**src/rtl/osv_pkg.sv**
```systemverilog
package osv_pkg;

   // mode codes
   localparam logic [1:0] MODE_PLAIN = 2'd0;
   localparam logic [1:0] MODE_BS    = 2'd1;
   localparam logic [1:0] MODE_MARK  = 2'd2;

   // longest run of result bytes for one item: prefix, M, -, ^, byte
   localparam int RUN_MAX = 5;
   localparam int CNT_W   = 3;

   localparam logic [7:0] CH_BS    = 8'h08;
   localparam logic [7:0] CH_TAB   = 8'h09;
   localparam logic [7:0] CH_NL    = 8'h0A;
   localparam logic [7:0] CH_M     = 8'h4D;
   localparam logic [7:0] CH_DASH  = 8'h2D;
   localparam logic [7:0] CH_CARET = 8'h5E;
   localparam logic [7:0] CH_DEL7  = 8'h7F;
   localparam logic [7:0] CH_CTL   = 8'h20;
   localparam logic [7:0] CH_FLIP  = 8'h40;
   localparam logic [7:0] CH_LOW7  = 8'h7F;

   typedef logic [RUN_MAX-1:0][7:0] run_bytes_type;

   // translation result for one item plus the state it leaves
   typedef struct packed {
      run_bytes_type    bytes;
      logic [CNT_W-1:0] count;
      logic [1:0]       mode;
      logic [7:0]       held;
   } run_type;

   function automatic logic is_mark(input logic [7:0] c);
      is_mark = (c == 8'h27) || (c == 8'h60) || (c == 8'h5E) || (c == 8'h22) ||
                (c == 8'h7E) || (c == 8'h2C) || (c == 8'h5F);
   endfunction

endpackage

```
**src/rtl/osv_xlate.sv**
```systemverilog
module osv_xlate (
   input  logic [7:0]       data_byte,
   input  logic             end_of_stream,
   input  logic [1:0]       mode,
   input  logic [7:0]       held_mark,
   output osv_pkg::run_type run
);

   logic                          pre_en;
   logic [7:0]                    pre_byte;
   logic                          do_plain;
   logic                          meta_en;
   logic                          caret_en;
   logic                          body_en;
   logic [7:0]                    body_byte;
   logic [6:0]                    low7;
   logic                          ctl;
   logic [1:0]                    nx_mode;
   logic [7:0]                    nx_held;
   logic [osv_pkg::RUN_MAX-1:0]   slot_en;
   osv_pkg::run_bytes_type        slot;
   logic [osv_pkg::CNT_W-1:0]     k;

   assign low7 = data_byte[6:0];
   assign ctl  = ({1'b0, low7} < osv_pkg::CH_CTL) || ({1'b0, low7} == osv_pkg::CH_DEL7);

   always_comb begin
      pre_en    = 1'b0;
      pre_byte  = osv_pkg::CH_BS;
      do_plain  = 1'b0;
      nx_mode   = osv_pkg::MODE_PLAIN;
      nx_held   = held_mark;
      meta_en   = 1'b0;
      caret_en  = 1'b0;
      body_en   = 1'b0;
      body_byte = data_byte;

      if (end_of_stream) begin
         nx_held = 8'd0;
         if (mode == osv_pkg::MODE_BS) begin
            pre_en = 1'b1;
         end else if (mode == osv_pkg::MODE_MARK) begin
            pre_en   = 1'b1;
            pre_byte = held_mark;
         end
      end else begin
         unique case (mode)
            osv_pkg::MODE_BS: begin
               if (!osv_pkg::is_mark(data_byte)) begin
                  pre_en   = 1'b1;
                  do_plain = 1'b1;
               end
            end
            osv_pkg::MODE_MARK: begin
               nx_held = 8'd0;
               if (data_byte != osv_pkg::CH_BS) begin
                  pre_en   = 1'b1;
                  pre_byte = held_mark;
                  do_plain = 1'b1;
               end
            end
            default: begin
               do_plain = 1'b1;
            end
         endcase
      end

      // plain handling of the current byte
      if (do_plain) begin
         if (data_byte == osv_pkg::CH_NL || data_byte == osv_pkg::CH_TAB) begin
            body_en = 1'b1;
         end else if (data_byte == osv_pkg::CH_BS) begin
            nx_mode = osv_pkg::MODE_BS;
         end else if (osv_pkg::is_mark(data_byte)) begin
            nx_held = data_byte;
            nx_mode = osv_pkg::MODE_MARK;
         end else begin
            meta_en   = data_byte[7];
            caret_en  = ctl;
            body_en   = 1'b1;
            body_byte = {1'b0, low7} ^ (ctl ? osv_pkg::CH_FLIP : 8'd0);
         end
      end
   end

   // candidate slots in output order, then packed to the front
   assign slot_en = {body_en, caret_en, meta_en, meta_en, pre_en};
   assign slot    = {body_byte, osv_pkg::CH_CARET, osv_pkg::CH_DASH, osv_pkg::CH_M, pre_byte};

   always_comb begin
      k         = '0;
      run.bytes = '0;
      run.mode  = nx_mode;
      run.held  = nx_held;
      for (int i = 0; i < osv_pkg::RUN_MAX; i++) begin
         if (slot_en[i]) begin
            run.bytes[k] = slot[i];
            k            = k + 1'b1;
         end
      end
      run.count = k;
   end

endmodule

```
**src/rtl/overstrike_strip_visible_ascii_unit.sv**
```systemverilog
// channel  ports                                      direction
// req      req_valid req_stall req_data_byte          in (stall out)
//          req_end_of_stream
// rsp      rsp_valid rsp_stall rsp_out_byte           out (stall in)
//          rsp_last_of_run
//
// an item is translated in the cycle it is accepted; its run of 0 to 5 bytes
// lands in a run register and leaves one byte per cycle from the front while rsp_stall is low
// sustained rate is one item per cycle while each item yields at most one byte and rsp_stall is low;
// an item yielding more than one byte stalls the input while the run drains
// reset is synchronous, active high: plain mode, no mark held, run register empty
// req_stall is high while more than the last byte waits, or the last byte is stalled
module overstrike_strip_visible_ascii_unit (
   input  logic       clock,
   input  logic       reset,
   input  logic       req_valid,
   output logic       req_stall,
   input  logic [7:0] req_data_byte,
   input  logic       req_end_of_stream,
   output logic       rsp_valid,
   input  logic       rsp_stall,
   output logic [7:0] rsp_out_byte,
   output logic       rsp_last_of_run
);

   // overstrike state
   logic [1:0]                 mode_ff, mode_in;
   logic [7:0]                 held_mark_ff, held_mark_in;

   // run register: bytes waiting to go out, front at index 0
   osv_pkg::run_bytes_type     run_ff, run_in;
   logic [osv_pkg::CNT_W-1:0]  count_ff, count_in;

   osv_pkg::run_type           xl;
   logic                       req_take;
   logic                       rsp_take;

   osv_xlate u_xlate (
      .data_byte     (req_data_byte),
      .end_of_stream (req_end_of_stream),
      .mode          (mode_ff),
      .held_mark     (held_mark_ff),
      .run           (xl)
   );

   // output side
   assign rsp_valid       = (count_ff != '0);
   assign rsp_out_byte    = run_ff[0];
   assign rsp_last_of_run = (count_ff == osv_pkg::CNT_W'(1));
   assign rsp_take        = rsp_valid && !rsp_stall;

   // take a new item once the run register is empty or its last byte leaves now
   assign req_stall = rsp_valid && !(rsp_last_of_run && !rsp_stall);
   assign req_take  = req_valid && !req_stall;

   always_comb begin
      mode_in      = mode_ff;
      held_mark_in = held_mark_ff;
      run_in       = run_ff;
      count_in     = count_ff;
      if (req_take) begin
         mode_in      = xl.mode;
         held_mark_in = xl.held;
         run_in       = xl.bytes;
         count_in     = xl.count;
      end else if (rsp_take) begin
         // shift the next byte to the front
         run_in   = {8'd0, run_ff[osv_pkg::RUN_MAX-1:1]};
         count_in = count_ff - 1'b1;
      end
   end

   always_ff @(posedge clock) begin
      if (reset) begin
         mode_ff      <= osv_pkg::MODE_PLAIN;
         held_mark_ff <= 8'd0;
         count_ff     <= '0;
      end else begin
         mode_ff      <= mode_in;
         held_mark_ff <= held_mark_in;
         count_ff     <= count_in;
      end
   end

   always_ff @(posedge clock) begin
      run_ff <= run_in;
   end

`ifndef SYNTHESIS
   a_count_range: assert property (@(posedge clock) disable iff (reset)
      count_ff <= osv_pkg::CNT_W'(osv_pkg::RUN_MAX))
      else $error("run count out of range");

   a_no_overwrite: assert property (@(posedge clock) disable iff (reset)
      req_take |-> (count_ff == '0) || (count_ff == osv_pkg::CNT_W'(1) && !rsp_stall))
      else $error("item accepted over a pending run");

   a_mark_held: assert property (@(posedge clock) disable iff (reset)
      mode_ff == osv_pkg::MODE_MARK |-> osv_pkg::is_mark(held_mark_ff))
      else $error("mark mode without an accent mark held");

   a_held_clear: assert property (@(posedge clock) disable iff (reset)
      mode_ff != osv_pkg::MODE_MARK |-> held_mark_ff == 8'd0)
      else $error("held mark not cleared outside mark mode");

   a_drain: assert property (@(posedge clock) disable iff (reset)
      rsp_take && !req_take |=> count_ff == $past(count_ff) - 1'b1)
      else $error("run count did not step down on delivery");
`endif

endmodule
```
**config.mk**
```make
export PLATFORM = sky130hd
export DESIGN_NAME = overstrike_strip_visible_ascii_unit
export DESIGN_NICKNAME = d
export VERILOG_FILES = /design/src/rtl/osv_pkg.sv /design/src/rtl/osv_xlate.sv /design/src/rtl/overstrike_strip_visible_ascii_unit.sv
export SDC_FILE = /design/constraint.sdc
export NUM_CORES = 1
export LEC_CHECK = 0
export BUFFER_PORTS_ARGS = -buffer_cell sky130_fd_sc_hd__buf_2
export CAP_MARGIN = 20
export CORE_MARGIN = 2
export CORE_UTILIZATION = 60
export CTS_CLUSTER_DIAMETER = 200
export DETAILED_ROUTE_END_ITERATION = 10
export GPL_TIMING_DRIVEN = 0
export PLACE_DENSITY = 0.8
export SETUP_SLACK_MARGIN = 0.2
export SLEW_MARGIN = 10
export SYNTH_ARGS = -nofsm -noshare
export SYNTH_HDL_FRONTEND = slang
export SYNTH_SLANG_ARGS = --single-unit
```
**constraint.sdc**
```tcl
create_clock -name clock -period 4.9 [get_ports clock]
set_clock_uncertainty 0.15 [all_clocks]
set_input_delay 0.735 -clock clock [delete_from_list [all_inputs] [get_ports clock]]
set_output_delay 0.735 -clock clock [all_outputs]
set_load 0.01 [all_outputs]
```
==> summary.txt <==
Status
  • Status: complete, no violations

Setup path
  • Slowest cell delay on critical path: 480 ps
  • Family with the most delay on the worst path: compound AO/OA/AOI/OAI gates
  • Worst reg2reg setup slack: 1160 ps
  • CP startpoint kind: input pin
  • WP data arrival: 4250 ps
  • Crit-path max FO: 11
  • Slowest cell on crit path: clkbuf_1
  • Crit Path Class: input pin to flip-flop
  • Crit path buf inv count: 5
  • Critical Path RT: 4790 ps
  • CP Capture Type: flip-flop
  • CP cell instances: buf_2 > clkbuf_1 > a21oi_1 > nor3_1 > a221o_1 > a21o_1 > buf_6 > buf_4 > ha_1 > inv_1 > a211oi_2 > a32oi_4 > o21ai_0 > o221ai_1

Global routing
  • Largest net degree at the start of global routing: 42
  • GRT Total Usage: 27.5%
  • Initial antenna violation count: 0
  • GRT overflow: 0
  • Vias in the first global route: 2531
  • Global-route wire length before repair: 12800 µm

Timing
  • Unrepaired setup endpoints after global routing: no
  • Final Setup Violations: 0
  • Hold slack: 316 ps
  • Slew HR: 31.4%
  • Fin. Hold Viols: 0
  • Final Critical Period: 4360 ps
  • TNS Setup: 0 ps
  • Tcrit/Tclk final: 89.0%
  • Worst-Margin Slew: 1020 ps
  • FMAX: 229 MHz
  • Fin. max-slew vios: 0

Yosys
  • Synth cell count leaders: edfxtp_1, nand2_1, nor2_1
  • Top_reg_cell synth: edfxtp_1
  • Synthesis-stage register bit count: 53
  • Post-synthesis sequential area ratio: 45.5%
  • Synth cell types: 65
  • Dominant cell type by area after synthesis: edfxtp_1
  • Synth warnings: 0
  • Syn avg cell area: 9.91 µm²
  • Post-synth ARST share: 0%
  • Synth Cell Area: 3210 µm²
  • Mapped Cells: 324
  • Yosys top cell area share: 37.4%
  • Post-synth EDFFs: 40
  • Syn_nets: 345
  • Leading cell type by number of instances after synthesis: edfxtp_1
  • Top cells by area, synth: edfxtp_1, dfxtp_1, nand2_1

Final layout
  • # diodes: 0
  • Fillcell total: 443
  • Layout cells sized above 1: 16.2%
  • P&R area growth vs syn: 9.20%
  • Fin nets: 372

Clock network
  • Htree depth: 2
  • Hold buffer count at cts: 0
  • Setup bufs post-CTS: 0
  • Clk_lat worst skew: 310 ps
  • CTS Buffer Depth: 2
  • CTS sink count: 53
  • Root Buffer: clkbuf_8
  • CTS resizes: 0
  • CTS Buf Count: 5
  • CTS clk-pin slew, worst paths: 90 ps
  • CTS tree: yes

Route
  • Via count: 2677
  • Routed WL: 7870 µm
  • Wire length per cell: 18.7 µm
  • DRC: 0
  • Vias per cell: 6.36
  • Iter 0 DRT Violations: 307
  • Antenna-violating nets left: 0
  • Drt first pass iters: 5

Floorplanning
  • Die area: 5950 µm²
  • Top-level I/O count: 24
  • Die X-Extent: 77.1 µm
  • Placeable Area: 5140 µm²
  • Die height: 77.1 µm
  • Starting Density: 62.4%
  • Cell row count: 26

Placed design
  • Port bufs: 20
  • GPL Wtd Cong: 0.958
  • Hpwl dp: 5530 µm

Power
  • Sw power: 0.578 mW
  • Logic pwr share: 36.2%
  • Leakage: 1.31 nW
  • Clock share of power: 17.3%
  • Pwr dens: 492 nW/µm²
  • Sequential share of power: 46.5%
  • Switching share of power: 33.5%
  • Maximum vdd drop: 0.264 mV
  • Internal Pwr Total: 1.15 mW

Worst hold path
  • Worst Hold Class: flip-flop to flip-flop

Run
  • Max Cap Viol: 0
## worst paths after layout
path	from	endpoint	depth (start not counted)
worst max-delay path	req_data_byte[4]	rsp_out_byte[4]$_DFFE_PP_	14
worst min register to register	held_mark_ff[6]$_SDFFE_PP0P_	held_mark_ff[6]$_SDFFE_PP0P_	2
worst max register to register	mode_ff[0]$_SDFFE_PP0P_	rsp_out_byte[4]$_DFFE_PP_	13
worst min-delay path	held_mark_ff[6]$_SDFFE_PP0P_	held_mark_ff[6]$_SDFFE_PP0P_	2
## routing by layer
metal	vias up	global-route usage [%]	share of wire (%)
met4	0	7.86	1.2
met5	-	0	0
met3	9	3.76	7.9
met2	133	44.3	47
met1	1272	38.7	44
li1	1263	-	-
## cell type report
type | instances | area (µm²) | area share [%]
timing repair buffer | 20 | 100 | 2.86
tap | 70 | 87.6 | 2.50
buffer | 30 | 170 | 4.86
inverter | 13 | 48.8 | 1.39
multi-input combinational | 228 | 1530 | 43.6
sequential | 53 | 1460 | 41.7
clock buffer | 5 | 68.8 | 1.96
clock inverter | 2 | 38.8 | 1.11
## state kept, by name (all words and copies together) (netlist names)
name          flops
count_ff          3
mode_ff           2
rsp_out_byte      8
run_ff           32
held_mark_ff      8
## power by group through the flow
| stage | Combinational [mW] | Sequential (mW) | Clock (mW) |
|---|---|---|---|
| final | 0.624 | 0.802 | 0.298 |
| after global routing | 0.686 | 0.816 | 0.312 |
| after CTS | 0.614 | 0.800 | 0.296 |
| after detailed placement | 0.611 | 0.811 | 0 |
| after global placement | 0.594 | 0.805 | 0 |
| after floorplan | 0.448 | 0.794 | 0 |
## metrics by stage
stage          instances  utilization, %  worst slack [ps]  total power [mW]  instance area [µm²]
3_5_place_dp         414            66.1               348              1.42                 3400
3_3_place_gp         414            66.1               361              1.40                 3400
6_report             421            68.2               539              1.72                 3500
2_1_floorplan        324               -               978              1.24                 3210
4_1_cts              421            68.2               634              1.71                 3500
5_1_grt              421            68.2               314              1.81                 3500
## cells by family (layout without fill, tap and decap cells)
family,after synthesis,after routing,synth area share (%)
compound gates,94,94,23.3
xor+xnor,5,5,1.36
fa+ha+maj,8,8,3.12
buf+inv,43,70,6.82
flops,53,53,45.5
mux,3,3,1.25
other cells,1,1,0.117
simple gates,117,117,18.5
## worst reg2reg max path: stages (launching register included)
cell and delay (ps):
dfxtp_1 370, inv_1 50, ha_1 390, nor3_1 80, nor2_1 190, o41a_1 200, and3_1 150, clkbuf_1 290
ha_1 300, inv_1 130, a211oi_2 410, a32oi_4 240, o21ai_0 340, o221ai_1 180
## cell usage in the layout (no fill, tap or decap), types with 3 or more instances in the layout
cell / synthesis / layout
o2111ai_1: 3 / 3
and3_1: 3 / 3
buf_2: 4 / 24
a21oi_1: 17 / 17
a221o_1: 10 / 10
nand2b_1: 5 / 5
nand2_1: 35 / 35
edfxtp_1: 40 / 40
a31oi_1: 3 / 3
nand4_1: 3 / 3
buf_4: 10 / 10
xnor2_1: 3 / 3
ha_1: 8 / 8
o21ai_0: 7 / 7
dfxtp_1: 13 / 13
clkbuf_1: 14 / 14
clkbuf_8: 0 / 5
inv_1: 12 / 11
and2_1: 15 / 15
nand3_1: 7 / 7
a211oi_1: 5 / 5
o31ai_1: 5 / 5
o211ai_1: 7 / 7
a22oi_1: 9 / 9
nor2_1: 23 / 23
nor3_1: 8 / 8
No activity file was read; power rests on OpenSTA's default activity.
